**config.mk**
```make
export PLATFORM = sky130hd
export DESIGN_NAME = prime_test_64
export DESIGN_NICKNAME = d
export VERILOG_FILES = /design/src/design/pt64_pkg.sv /design/src/design/pt64_mulmod.sv /design/src/design/pt64_dp.sv /design/src/design/pt64_ctrl.sv /design/src/design/prime_test_64.sv
export VERILOG_INCLUDE_DIRS = /design/src /design/src/design
export SDC_FILE = /design/constraint.sdc
export NUM_CORES = 1
export LEC_CHECK = 0
export BUFFER_PORTS_ARGS = -buffer_cell sky130_fd_sc_hd__buf_2
export CAP_MARGIN = 20
export CORE_MARGIN = 2
export CORE_UTILIZATION = 40
export CTS_CLUSTER_DIAMETER = 80
export DETAILED_ROUTE_END_ITERATION = 10
export GPL_ROUTABILITY_DRIVEN = 0
export HOLD_SLACK_MARGIN = 0.05
export MAX_ROUTING_LAYER = met4
export REMOVE_ABC_BUFFERS = 1
export SLEW_MARGIN = 20
export SYNTH_ARGS = -nofsm -noshare
export SYNTH_HDL_FRONTEND = slang
export SYNTH_SLANG_ARGS = --single-unit
```
**constraint.sdc**
```tcl
create_clock -name aclk -period 20.9 [get_ports aclk]
set_clock_uncertainty 0.05 [all_clocks]
set_input_delay 1.045 -clock aclk [delete_from_list [all_inputs] [get_ports aclk]]
set_output_delay 1.045 -clock aclk [all_outputs]
set_load 0.01 [all_outputs]
```
**src/design/prime_test_64_defines.svh**
```systemverilog
// ----------------------------------------------------------------------------
// prime_test_64 assertion macros
// Concurrent assertion wrappers; empty when SYNTHESIS is defined.
// ----------------------------------------------------------------------------
`ifndef PRIME_TEST_64_DEFINES_SVH
`define PRIME_TEST_64_DEFINES_SVH

`ifndef SYNTHESIS
// checked outside reset
`define PT_ASSERT(label, prop) \
    label: assert property (@(posedge aclk) disable iff (!aresetn) prop) \
        else $error("prime_test_64 assertion failed");
// checked in every cycle, reset included
`define PT_ASSERT_RST(label, prop) \
    label: assert property (@(posedge aclk) prop) \
        else $error("prime_test_64 reset assertion failed");
`else
`define PT_ASSERT(label, prop)
`define PT_ASSERT_RST(label, prop)
`endif

`endif

```
**src/design/pt64_pkg.sv**
```systemverilog
// ----------------------------------------------------------------------------
// pt64_pkg
// Shared types, operand selects and witness table for prime_test_64.
// ----------------------------------------------------------------------------
`timescale 1ns / 1ps
`default_nettype none

package pt64_pkg;

    typedef logic [63:0] word_t;
    typedef logic [1:0]  sel_t;
    typedef logic [2:0]  widx_t;

    localparam int unsigned WIT_COUNT = 7;
    localparam widx_t WIT_LAST = widx_t'(WIT_COUNT - 1);

    // modular multiplier operand selects
    localparam sel_t SEL_RED  = 2'd0;  // witness mod n
    localparam sel_t SEL_SQ   = 2'd1;  // x * x mod n
    localparam sel_t SEL_MULB = 2'd2;  // x * b mod n

    typedef struct packed {
        logic  load;
        logic  res_step;
        logic  init_d;
        logic  strip;
        logic  mm_start;
        sel_t  mm_sel;
        logic  e_shift;
        widx_t wit_idx;
    } cmd_t;

    typedef struct packed {
        logic       n_lt2;
        logic       n_tiny;
        logic       n_small_fac;
        logic       d_odd;
        logic       e_msb;
        logic       b_zero;
        logic       x_one;
        logic       x_nm1;
        logic [5:0] s_cnt;
        logic       mm_done;
    } stat_t;

    function automatic word_t witness(input widx_t idx);
        word_t w;
        case (idx)
            3'd0:    w = 64'd2;
            3'd1:    w = 64'd325;
            3'd2:    w = 64'd9375;
            3'd3:    w = 64'd28178;
            3'd4:    w = 64'd450775;
            3'd5:    w = 64'd9780504;
            3'd6:    w = 64'd1795265022;
            default: w = 64'd0;
        endcase
        return w;
    endfunction

endpackage

`default_nettype wire

```
**src/design/pt64_mulmod.sv**
```systemverilog
// ----------------------------------------------------------------------------
// pt64_mulmod
// Bit-serial (a * y) mod n, msb of y first, one double or add step per cycle.
// ----------------------------------------------------------------------------
`timescale 1ns / 1ps
`default_nettype none

module pt64_mulmod (
    input  wire                aclk,
    input  wire                aresetn,
    input  wire                start,
    input  pt64_pkg::word_t    a_in,
    input  pt64_pkg::word_t    y_in,
    input  pt64_pkg::word_t    n_in,
    output logic               done,
    output pt64_pkg::word_t    result
);

    pt64_pkg::word_t acc_reg;
    pt64_pkg::word_t a_reg;
    pt64_pkg::word_t y_reg;
    logic [5:0]      cnt_reg;
    logic            phase_reg;
    logic            busy_reg;
    logic            done_reg;

    logic [64:0] dbl;
    logic [64:0] sum;
    logic [64:0] src;
    logic [64:0] red;

    // acc stays below n; one conditional subtract brings it back
    always_comb begin
        dbl = {acc_reg, 1'b0};
        sum = {1'b0, acc_reg} + (y_reg[63] ? {1'b0, a_reg} : 65'd0);
        src = phase_reg ? sum : dbl;
        red = (src >= {1'b0, n_in}) ? (src - {1'b0, n_in}) : src;
    end

    always_ff @(posedge aclk) begin
        if (!aresetn) begin
            busy_reg  <= 1'b0;
            done_reg  <= 1'b0;
            phase_reg <= 1'b0;
            cnt_reg   <= 6'd0;
        end else begin
            done_reg <= 1'b0;
            if (start) begin
                busy_reg  <= 1'b1;
                phase_reg <= 1'b0;
                cnt_reg   <= 6'd0;
                acc_reg   <= 64'd0;
                a_reg     <= a_in;
                y_reg     <= y_in;
            end else if (busy_reg) begin
                acc_reg   <= red[63:0];
                phase_reg <= ~phase_reg;
                if (phase_reg) begin
                    y_reg   <= {y_reg[62:0], 1'b0};
                    cnt_reg <= cnt_reg + 6'd1;
                    if (cnt_reg == 6'd63) begin
                        busy_reg <= 1'b0;
                        done_reg <= 1'b1;
                    end
                end
            end
        end
    end

    assign done   = done_reg;
    assign result = acc_reg;

endmodule

`default_nettype wire

```
**src/design/pt64_dp.sv**
```systemverilog
// ----------------------------------------------------------------------------
// pt64_dp
// Datapath: candidate, residues mod 3 and 5, d and s, exponent, x and b.
// ----------------------------------------------------------------------------
`timescale 1ns / 1ps
`default_nettype none

module pt64_dp (
    input  wire                aclk,
    input  wire                aresetn,
    input  pt64_pkg::cmd_t     cmd,
    input  pt64_pkg::word_t    candidate,
    output pt64_pkg::stat_t    stat
);

    pt64_pkg::word_t n_reg;
    pt64_pkg::word_t nm1_reg;
    pt64_pkg::word_t d_reg;
    pt64_pkg::word_t e_reg;
    pt64_pkg::word_t x_reg;
    pt64_pkg::word_t b_reg;
    logic [5:0]      s_reg;
    logic [1:0]      r3_reg;
    logic [2:0]      r5_reg;
    pt64_pkg::sel_t  dest_reg;

    pt64_pkg::word_t mm_a;
    pt64_pkg::word_t mm_y;
    pt64_pkg::word_t mm_res;
    logic            mm_done;

    logic [2:0] t3;
    logic [3:0] t5;
    logic [1:0] r3_next;
    logic [2:0] r5_next;

    always_comb begin
        mm_a = (cmd.mm_sel == pt64_pkg::SEL_RED) ? 64'd1 : x_reg;
        case (cmd.mm_sel)
            pt64_pkg::SEL_RED:  mm_y = pt64_pkg::witness(cmd.wit_idx);
            pt64_pkg::SEL_SQ:   mm_y = x_reg;
            pt64_pkg::SEL_MULB: mm_y = b_reg;
            default:            mm_y = x_reg;
        endcase
    end

    // running residues, candidate fed msb first
    always_comb begin
        t3 = {r3_reg, 1'b0} + {2'd0, e_reg[63]};
        t5 = {r5_reg, 1'b0} + {3'd0, e_reg[63]};
        r3_next = (t3 >= 3'd3) ? 2'(t3 - 3'd3) : t3[1:0];
        r5_next = (t5 >= 4'd5) ? 3'(t5 - 4'd5) : t5[2:0];
    end

    pt64_mulmod u_mulmod (
        .aclk    (aclk),
        .aresetn (aresetn),
        .start   (cmd.mm_start),
        .a_in    (mm_a),
        .y_in    (mm_y),
        .n_in    (n_reg),
        .done    (mm_done),
        .result  (mm_res)
    );

    always_ff @(posedge aclk) begin
        if (cmd.load) begin
            n_reg  <= candidate;
            e_reg  <= candidate;
            r3_reg <= 2'd0;
            r5_reg <= 3'd0;
        end
        if (cmd.res_step) begin
            e_reg  <= {e_reg[62:0], 1'b0};
            r3_reg <= r3_next;
            r5_reg <= r5_next;
        end
        if (cmd.init_d) begin
            d_reg   <= n_reg - 64'd1;
            nm1_reg <= n_reg - 64'd1;
            s_reg   <= 6'd0;
        end
        if (cmd.strip) begin
            d_reg <= {1'b0, d_reg[63:1]};
            s_reg <= s_reg + 6'd1;
        end
        if (cmd.mm_start) begin
            dest_reg <= cmd.mm_sel;
        end
        if (cmd.e_shift) begin
            e_reg <= {e_reg[62:0], 1'b0};
        end
        if (mm_done) begin
            if (dest_reg == pt64_pkg::SEL_RED) begin
                b_reg <= mm_res;
                x_reg <= 64'd1;
                e_reg <= d_reg;
            end else begin
                x_reg <= mm_res;
            end
        end
    end

    always_comb begin
        stat.n_lt2       = (n_reg < 64'd2);
        stat.n_tiny      = (n_reg == 64'd2) || (n_reg == 64'd3) || (n_reg == 64'd5);
        stat.n_small_fac = !n_reg[0] || (r3_reg == 2'd0) || (r5_reg == 3'd0);
        stat.d_odd       = d_reg[0];
        stat.e_msb       = e_reg[63];
        stat.b_zero      = (b_reg == 64'd0);
        stat.x_one       = (x_reg == 64'd1);
        stat.x_nm1       = (x_reg == nm1_reg);
        stat.s_cnt       = s_reg;
        stat.mm_done     = mm_done;
    end

endmodule

`default_nettype wire

```
**src/design/pt64_ctrl.sv**
```systemverilog
// ----------------------------------------------------------------------------
// pt64_ctrl
// Controller: screening, witness loop, square-and-multiply and final squarings.
// ----------------------------------------------------------------------------
`timescale 1ns / 1ps
`default_nettype none

module pt64_ctrl (
    input  wire                aclk,
    input  wire                aresetn,
    input  wire                s_valid,
    output logic               s_ready,
    output logic               m_valid,
    input  wire                m_ready,
    output logic               m_is_prime,
    input  pt64_pkg::stat_t    stat,
    output pt64_pkg::cmd_t     cmd
);

    localparam logic [4:0] ST_IDLE    = 5'd0;
    localparam logic [4:0] ST_RES     = 5'd1;
    localparam logic [4:0] ST_DECIDE  = 5'd2;
    localparam logic [4:0] ST_STRIP   = 5'd3;
    localparam logic [4:0] ST_WRED    = 5'd4;
    localparam logic [4:0] ST_WRED_W  = 5'd5;
    localparam logic [4:0] ST_WCHK    = 5'd6;
    localparam logic [4:0] ST_SQ      = 5'd7;
    localparam logic [4:0] ST_SQ_W    = 5'd8;
    localparam logic [4:0] ST_MULB    = 5'd9;
    localparam logic [4:0] ST_MULB_W  = 5'd10;
    localparam logic [4:0] ST_NEXTBIT = 5'd11;
    localparam logic [4:0] ST_TEST    = 5'd12;
    localparam logic [4:0] ST_SQ2     = 5'd13;
    localparam logic [4:0] ST_SQ2_W   = 5'd14;
    localparam logic [4:0] ST_CHK2    = 5'd15;
    localparam logic [4:0] ST_OUT     = 5'd16;

    logic [4:0]           state_reg, state_next;
    logic [5:0]           cnt_reg, cnt_next;
    logic [5:0]           j_reg, j_next;
    pt64_pkg::widx_t      k_reg, k_next;
    logic                 prime_reg, prime_next;
    logic                 round_pass;
    logic                 round_fail;

    always_comb begin
        state_next = state_reg;
        cnt_next   = cnt_reg;
        j_next     = j_reg;
        k_next     = k_reg;
        prime_next = prime_reg;
        round_pass = 1'b0;
        round_fail = 1'b0;
        cmd        = '0;
        cmd.mm_sel  = pt64_pkg::SEL_SQ;
        cmd.wit_idx = k_reg;

        unique case (state_reg)
            ST_IDLE: begin
                if (s_valid) begin
                    cmd.load   = 1'b1;
                    cnt_next   = 6'd0;
                    state_next = ST_RES;
                end
            end
            ST_RES: begin
                cmd.res_step = 1'b1;
                cnt_next     = cnt_reg + 6'd1;
                if (cnt_reg == 6'd63) begin
                    state_next = ST_DECIDE;
                end
            end
            ST_DECIDE: begin
                if (stat.n_lt2) begin
                    prime_next = 1'b0;
                    state_next = ST_OUT;
                end else if (stat.n_tiny) begin
                    prime_next = 1'b1;
                    state_next = ST_OUT;
                end else if (stat.n_small_fac) begin
                    prime_next = 1'b0;
                    state_next = ST_OUT;
                end else begin
                    cmd.init_d = 1'b1;
                    k_next     = '0;
                    state_next = ST_STRIP;
                end
            end
            ST_STRIP: begin
                if (stat.d_odd) begin
                    state_next = ST_WRED;
                end else begin
                    cmd.strip = 1'b1;
                end
            end
            ST_WRED: begin
                cmd.mm_start = 1'b1;
                cmd.mm_sel   = pt64_pkg::SEL_RED;
                state_next   = ST_WRED_W;
            end
            ST_WRED_W: begin
                if (stat.mm_done) begin
                    state_next = ST_WCHK;
                end
            end
            ST_WCHK: begin
                // witness that is a multiple of n counts as passed
                if (stat.b_zero) begin
                    round_pass = 1'b1;
                end else begin
                    cnt_next   = 6'd63;
                    state_next = ST_SQ;
                end
            end
            ST_SQ: begin
                cmd.mm_start = 1'b1;
                cmd.mm_sel   = pt64_pkg::SEL_SQ;
                state_next   = ST_SQ_W;
            end
            ST_SQ_W: begin
                if (stat.mm_done) begin
                    state_next = stat.e_msb ? ST_MULB : ST_NEXTBIT;
                end
            end
            ST_MULB: begin
                cmd.mm_start = 1'b1;
                cmd.mm_sel   = pt64_pkg::SEL_MULB;
                state_next   = ST_MULB_W;
            end
            ST_MULB_W: begin
                if (stat.mm_done) begin
                    state_next = ST_NEXTBIT;
                end
            end
            ST_NEXTBIT: begin
                cmd.e_shift = 1'b1;
                if (cnt_reg == 6'd0) begin
                    state_next = ST_TEST;
                end else begin
                    cnt_next   = cnt_reg - 6'd1;
                    state_next = ST_SQ;
                end
            end
            ST_TEST: begin
                if (stat.x_one || stat.x_nm1) begin
                    round_pass = 1'b1;
                end else if (stat.s_cnt <= 6'd1) begin
                    round_fail = 1'b1;
                end else begin
                    j_next     = stat.s_cnt - 6'd1;
                    state_next = ST_SQ2;
                end
            end
            ST_SQ2: begin
                cmd.mm_start = 1'b1;
                cmd.mm_sel   = pt64_pkg::SEL_SQ;
                state_next   = ST_SQ2_W;
            end
            ST_SQ2_W: begin
                if (stat.mm_done) begin
                    state_next = ST_CHK2;
                end
            end
            ST_CHK2: begin
                if (stat.x_nm1) begin
                    round_pass = 1'b1;
                end else if (j_reg == 6'd1) begin
                    round_fail = 1'b1;
                end else begin
                    j_next     = j_reg - 6'd1;
                    state_next = ST_SQ2;
                end
            end
            ST_OUT: begin
                if (m_ready) begin
                    state_next = ST_IDLE;
                end
            end
            default: begin
                state_next = ST_IDLE;
            end
        endcase

        if (round_pass) begin
            if (k_reg == pt64_pkg::WIT_LAST) begin
                prime_next = 1'b1;
                state_next = ST_OUT;
            end else begin
                k_next     = k_reg + 3'd1;
                state_next = ST_WRED;
            end
        end
        if (round_fail) begin
            prime_next = 1'b0;
            state_next = ST_OUT;
        end
    end

    always_ff @(posedge aclk) begin
        if (!aresetn) begin
            state_reg <= ST_IDLE;
        end else begin
            state_reg <= state_next;
        end
        cnt_reg   <= cnt_next;
        j_reg     <= j_next;
        k_reg     <= k_next;
        prime_reg <= prime_next;
    end

    assign s_ready    = (state_reg == ST_IDLE);
    assign m_valid    = (state_reg == ST_OUT);
    assign m_is_prime = prime_reg;

endmodule

`default_nettype wire

```
**src/design/prime_test_64.sv**
```systemverilog
// ----------------------------------------------------------------------------
// prime_test_64
// Deterministic Miller-Rabin primality test of one unsigned 64-bit candidate.
// ----------------------------------------------------------------------------
// One candidate is in flight at a time: s_ready is high only while idle and
// the single result waits in m_valid/m_is_prime until taken. Every candidate
// is first loaded and screened (bit-serial residues mod 3 and 5), and those
// below 2, equal to 2, 3 or 5, or with a factor 2, 3 or 5 are answered
// then. The rest run up to seven witness rounds, all on one shared bit-serial
// modular multiplier that works out each (a*b) mod n. A round costs one
// witness reduction, 64 squarings, one multiply per set bit of d and up to
// s-1 final squarings; the set bits of d and the final squarings together
// stay under 64, so a round is at most 128 multiplies, and a prime runs all
// seven rounds while a composite stops at the first round that it fails.
`timescale 1ns / 1ps
`default_nettype none

`include "prime_test_64_defines.svh"

module prime_test_64 (
    input  wire            aclk,
    input  wire            aresetn,
    input  wire            s_valid,
    output logic           s_ready,
    input  wire  [63:0]    s_candidate,
    output logic           m_valid,
    input  wire            m_ready,
    output logic           m_is_prime
);

    pt64_pkg::cmd_t  cmd;
    pt64_pkg::stat_t stat;

    pt64_ctrl u_ctrl (
        .aclk       (aclk),
        .aresetn    (aresetn),
        .s_valid    (s_valid),
        .s_ready    (s_ready),
        .m_valid    (m_valid),
        .m_ready    (m_ready),
        .m_is_prime (m_is_prime),
        .stat       (stat),
        .cmd        (cmd)
    );

    pt64_dp u_dp (
        .aclk      (aclk),
        .aresetn   (aresetn),
        .cmd       (cmd),
        .candidate (s_candidate),
        .stat      (stat)
    );

    // one transaction at a time: never ready while a result is pending
    `PT_ASSERT(a_one_in_flight, m_valid |-> !s_ready)
    `PT_ASSERT(a_no_instant_result, (s_valid && s_ready) |=> !m_valid)
    // multiplier completion is a single-cycle pulse
    `PT_ASSERT(a_done_pulse, stat.mm_done |=> !stat.mm_done)
    `PT_ASSERT_RST(a_reset_quiet, !aresetn |=> !m_valid)

endmodule

`default_nettype wire

```
## Yosys cells after proc, flatten, opt, wreduce, memory -nomap -nowiden

Index checks and enable logic that the tools add are counted.
W data, S select, Z words.

| operators by class | value |
|---|---|
| mux-type cells | 92 |
| order comparisons | 5 |
| eq/ne operators | 64 |
| reductions and logical operators | 33 |
| add/sub/neg operators | 14 |
| bitwise operators | 3 |

Operators by type and width:

| operator | count |
|---|---|
| $mux W64 | 11 |
| $pmux W31 S7 | 1 |
| $eq A64 B2 Y1 const B | 2 |
| $pmux W64 S2 | 1 |
| $mux W63 | 2 |
| $mux W5 | 19 |
| $pmux W5 S17 | 1 |
| $add A64 B65 Y65 | 1 |
| $ge A65 B64 Y1 | 1 |
| $mux W65 | 1 |
| $eq A64 B1 Y1 const B | 1 |
| $eq A64 B3 Y1 const B | 1 |
| $eq A64 B64 Y1 | 1 |
| $logic_not A64 Y1 | 1 |
| $lt A64 B2 Y1 const B | 1 |
| $sub A64 B1 Y64 const B | 1 |
| $sub A64 B64 Y64 | 1 |
| $mux W6 | 9 |
| $eq A5 B4 Y1 const B | 8 |
| $mux W1 | 28 |
| $ne A4 B1 Y1 const B | 7 |
| $mux W3 | 9 |
| $reduce_and A13 Y1 | 2 |
| $pmux W6 S4 | 1 |
| other kinds (47) | 100 |

| word-level totals | value |
|---|---|
| input bits | 68 |
| output and inout bits | 3 |
| flip-flop bits (word level) | 619 |

## Logic depth before layout (Yosys ltp)

| depth | value |
|---|---|
| depth in word-level cells | 9 |
| depth in mapped cells | 31 |
| depth with buffers taken out | 25 |

## Modules after synthesis

A second synthesis with hierarchy kept.

| second synthesis, totals | value |
|---|---|
| cell total of the unflattened synthesis | 3632 |
| area, all modules | 37324.5 um^2 |

Modules (own cells, without submodules):

| module | sequential area each (um^2) | area each (um^2) | cells an instance | times used |
|---|---|---|---|---|
| pt64_dp | 11270.8 | 18760.5 | 1599 | 1 |
| pt64_mulmod | 5945.7 | 16783.6 | 1821 | 1 |
| pt64_ctrl | 540.5 | 1780.5 | 212 | 1 |

## Worst setup path after synthesis

No wires, ideal clock.

| timing | value |
|---|---|
| path type | register to register |
| start | reg u_ctrl.state_reg[4] |
| end | reg u_dp.u_mulmod.y_reg[0] (enable) |
| arrival | 6021 ps |
| setup slack | 14244 ps |
| required time | 20265 ps |
| clock period less this slack | 6656 ps |
| cell stages (with the launch flop) | 7 |
| buffers on the path | 2 |
| cell sequence | dfxtp_1 -> or3_1 -> clkbuf_1 -> nor2_1 -> nor3_1 -> clkbuf_1 -> a21boi_0 |

| between the ends | value |
|---|---|
| longest elaborated chain between the ends | 5 |
| elaborated cells on any way between the ends | 9 |
| those cells by class | eq/ne (4); mux (1); reduce/logical (4) |

RTL lines:

| item | RTL line | text |
|---|---|---|
| from (decl) | pt64_ctrl.sv:38 | `logic [4:0] state_reg, state_next;` |
| from (signal assigned) | pt64_ctrl.sv:203 | `state_reg <= state_next;` |
| $eq A5 B3 Y1 / $eq A5 B4 Y1 (equally long branches) | pt64_ctrl.sv:58 | `unique case (state_reg)` |
| $reduce_or A2 Y1 (no source line) | - |  |
| $pmux W3 S3 (*) | pt64_ctrl.sv:58 |  |
| $reduce_bool A2 Y1 (no source line) | - |  |
| $reduce_and A3 Y1 (no source line) (*) | - |  |
| to (signal assigned) | pt64_mulmod.sv:54 | `y_reg <= y_in;` |
| to (signal assigned) | pt64_mulmod.sv:59 | `y_reg <= {y_reg[62:0], 1'b0};` |
| to (decl) | pt64_mulmod.sv:21 | `pt64_pkg::word_t y_reg;` |

Every way passes the cells marked *; elsewhere a longest branch is shown, timed or not.
A chain may end at the register's enable or synchronous reset.

## Worst setup path after layout

| timing | value |
|---|---|
| start | reg u_dp.u_mulmod.y_reg[63] |
| end | reg u_dp.u_mulmod.acc_reg[26], in the netlist u_dp.u_mulmod.result[26] (data pin) |

| between the ends | value |
|---|---|
| longest elaborated chain between the ends | 6 |
| elaborated cells on any way between the ends | 7 |
| those cells by class | add/sub (2); order compare (1); mux (4) |

RTL lines:

| item | RTL line | text |
|---|---|---|
| $mux W64 (*) | pt64_mulmod.sv:35 | `sum = {1'b0, acc_reg} + (y_reg[63] ? {1'b0, a_reg} : 65'd0);` |
| $add A64 B65 Y65 (*) | pt64_mulmod.sv:35 |  |
| $mux W65 (*) | pt64_mulmod.sv:36 | `src = phase_reg ? sum : dbl;` |
| $sub A64 B64 Y64 / $ge A65 B64 Y1 (equally long branches) | pt64_mulmod.sv:37 | `red = (src >= {1'b0, n_in}) ? (src - {1'b0, n_in}) : src;` |
| $mux W64 (*) | pt64_mulmod.sv:37 |  |
| $mux W64 (*) | pt64_mulmod.sv:55 | `end else if (busy_reg) begin` |
| to (signal assigned) | pt64_mulmod.sv:56 | `acc_reg <= red[63:0];` |
| to (decl) | pt64_mulmod.sv:19 | `pt64_pkg::word_t acc_reg;` |

Every way passes the cells marked *; elsewhere a longest branch is shown, timed or not. The select of a mux whose other input is x is not followed.

==> metrics.txt <==
Worst Slack Setup Final 12.61 ns; fin nets 3866; DR DRC count 0; crit-path max cell delay 0.70 ns; Leakage 14.7 nW; initial antenna violation count 4; via count 28400; slew margin rel. 21.9%; initial core utilization between 40% and 50%; share of the synthesized area in the top cell type ~45%; RSZ-0062 raised after global routing no; Post-Synth XOR/XNOR Area approximately 6.0%; CTS Hold Bufs 0; max-cap violations 0; Synth cell types 79; commonest non-fill, non-tap cell in the layout edfxtp_1; final count of hold timing violations 0; EDFF count, synth 536; Seq cells post-synth 619; Reg2Reg Depth 25; Num CTS Buffers 74; die width 304 um; post-route ant nets 0; insertion delay to the later sink of the worst-skew pair 0.64 ns; largest family of logic cells by synthesized area simple AND/OR/NAND/NOR gates; largest net degree at the start of global routing 80; Syn Area/Cell 9.90 um2; die area 0.0925 mm2; Die H 304 um; top sig layer met4; Synth Flop Type edfxtp_1; CP Capture Point u_dp.u_mulmod.result[26]$_SDFFCE_PN0P_; DRT iter0 DRCs 2907; Post-Route WL 112000 um; endpoints failing setup 0; pre-CTS setup slack 12.75 ns; first-pass GRT wire length roughly 170000 um; CP arrival between 8 and 9 ns; flop2flop setup slack ~13 ns; Synth area leader edfxtp_1; global route overflow 0; DRT Pass-1 Iters 9; reg-to-reg critical path endpoint u_dp.u_mulmod.result[26]$_SDFFCE_PN0P_; worst setup path class register to register; deepest clock path buffer count 3; Row Count 110; FF-to-FF Start u_dp.u_mulmod.y_reg[63]$_DFFE_PP_; Buffers on Ports 70; Worst Setup End Kind register; FMAX 121 MHz; Startpoint Class register; Post-CTS Resized 0; Final Power roughly 6.2 mW; Synth Area in Adders 5.41%; Critical Path RT 21.24 ns; hold crit path type register to register; Crit Path Max Fanout 64; Tcrit/Tclk final 39.7%; worst ir drop on vdd 0.000114 V; yosys warns 0; CTS Sinks 619; post-CTS setup buffers 0; synth-to-layout area growth 11.1%; clock root buffer clkbuf_16; pwr/cell area 154 mW/mm2; routed wl met2 49000 um; routed wl met3 8910 um; placed cell area around 0.038 mm2; vias in the first global route 26900; dpl hpwl 81700 um; WL per Instance 22.9 um; via/cell ratio between 5 and 6; fin. max-slew vios 0; WP buf/inv 2; Crit path top cell by count nand2_1; Worst Setup SP u_dp.u_mulmod.y_reg[63]$_DFFE_PP_; sequential fraction of the synthesis area 49.3%; share of layout cells above drive strength 1 9.63%; mux cell area share after synthesis 2.97%; gr usage total around 24%; area fraction in compound gates after synthesis between 10% and 20%; worst-margin pin slew between 1 and 1.5 ns; Top Family by Delay on Critical Path compound AO/OA/AOI/OAI gates; outcome finished clean; clock-pin slew on the worst setup and hold paths 0.06 ns; IO Count 71; WL met1 49600 um; TNS Setup 0 ns; core area roughly 0.090 mm2; most frequent cells in the layout edfxtp_1, nand2_1, a21oi_1; Worst path slowest cell nor4b_1; synth top area cells edfxtp_1, ha_1, xnor2_1, a21oi_1, nand2_1; CTS tree done; Tmin final 8.29 ns; Synth Area in Simple Gates 17.6%; critical path depth 25; post-layout instance area 0.0400 mm2; fraction of registers with async set/reset 0%; post-synth design cell area 0.0360 mm2; Gate Count Post-Synth roughly 3600; CTS H-tree lvls 3
==> logic make-up after synthesis <==
family,count (synthesis)
multiplexers,96
adder cells (fa/ha/maj),154
buffers and inverters,344
AND/OR/NAND/NOR,1298
XOR/XNOR,247
flip-flops,619
AO/OA/AOI/OAI,881
==> worst reg2reg max path, stage by stage (launching register included) <==
cell and delay, ns:
edfxtp_1 0.32, buf_4 0.56, and2_1 0.32, ha_1 0.24
nand2_1 0.13, or3_1 0.42, nor2_1 0.25, nor4b_1 0.70
nor2_1 0.28, o21ai_0 0.34, a21boi_0 0.16, xnor2_1 0.14
mux2_2 0.31, ha_1 0.42, nand2_1 0.19, o21ai_0 0.43
a41oi_1 0.11, a31oi_1 0.19, a21oi_1 0.22, o21ai_1 0.41
a31oi_1 0.21, o21ai_1 0.39, a21o_2 0.30, buf_4 0.58
nand2_1 0.21, o211a_1 0.16
==> per-stage QoR <==
stage,utilization (%),hold WS (ns),cells
finish,44.7,0.420,4885
floorplan,-,0.389,3464
global placement,41.9,0.409,4744
global route,44.7,0.441,4885
CTS,44.7,0.428,4882
detailed placement,41.9,0.409,4744
==> layer usage <==
| layer | GRT usage, % | up-vias |
|---|---|---|
| met2 | 36.7 | 1177 |
| met4 | 9.28 | 0 |
| met1 | 33.5 | 13800 |
| met5 | - | - |
| li1 | - | 13300 |
| met3 | 3.58 | 203 |
==> layout make-up <==
class / instances / area (um2)
sequential: 619 / 17800
multi-input combinational: 2676 / 17100
clock inverter: 38 / 402
fill: 8507 / 49600
clock buffer: 100 / 2070
inverter: 169 / 637
tap: 1176 / 1470
antenna: 3 / 7.51
timing repair buffer: 104 / 606
==> power breakdown <==
group	switching (mW)	total (mW)	internal [mW]
clock network	0.544	1.32	0.777
logic	1.77	2.89	1.11
registers	0.208	1.96	1.75
==> cells in the mapped netlist (23+ instances only) <==
cell type    n
ha_1       151
a211oi_1    23
a222oi_1    38
edfxtp_1   536
inv_1      166
nor4_1      66
a31oi_1     30
mux2_2      87
nand3_1     83
clkbuf_1   167
xnor2_1    202
dfxtp_1     83
nor2_1     222
a21o_1      81
nand2_1    466
xor2_1      44
o21ai_0    183
nand4_1     69
nor2b_1     81
a21oi_1    352
or3_1       23
nor3_1      59
and2_1     139
==> worst min-delay path by stage <==
stage                                        start  depth (start not counted)                      to
final                     u_dp.d_reg[62]$_DFFE_PP_                          2  u_dp.e_reg[62]$_DFF_P_
after global routing      u_dp.d_reg[23]$_DFFE_PP_                          2  u_dp.e_reg[23]$_DFF_P_
after CTS                 u_dp.d_reg[57]$_DFFE_PP_                          2  u_dp.e_reg[57]$_DFF_P_
after detailed placement   u_dp.d_reg[9]$_DFFE_PP_                          2   u_dp.e_reg[9]$_DFF_P_
after global placement    u_dp.d_reg[59]$_DFFE_PP_                          2  u_dp.e_reg[59]$_DFF_P_
after floorplan           u_dp.d_reg[10]$_DFFE_PP_                          2  u_dp.e_reg[10]$_DFF_P_
Note: power is estimated with default switching activity, not from simulation.
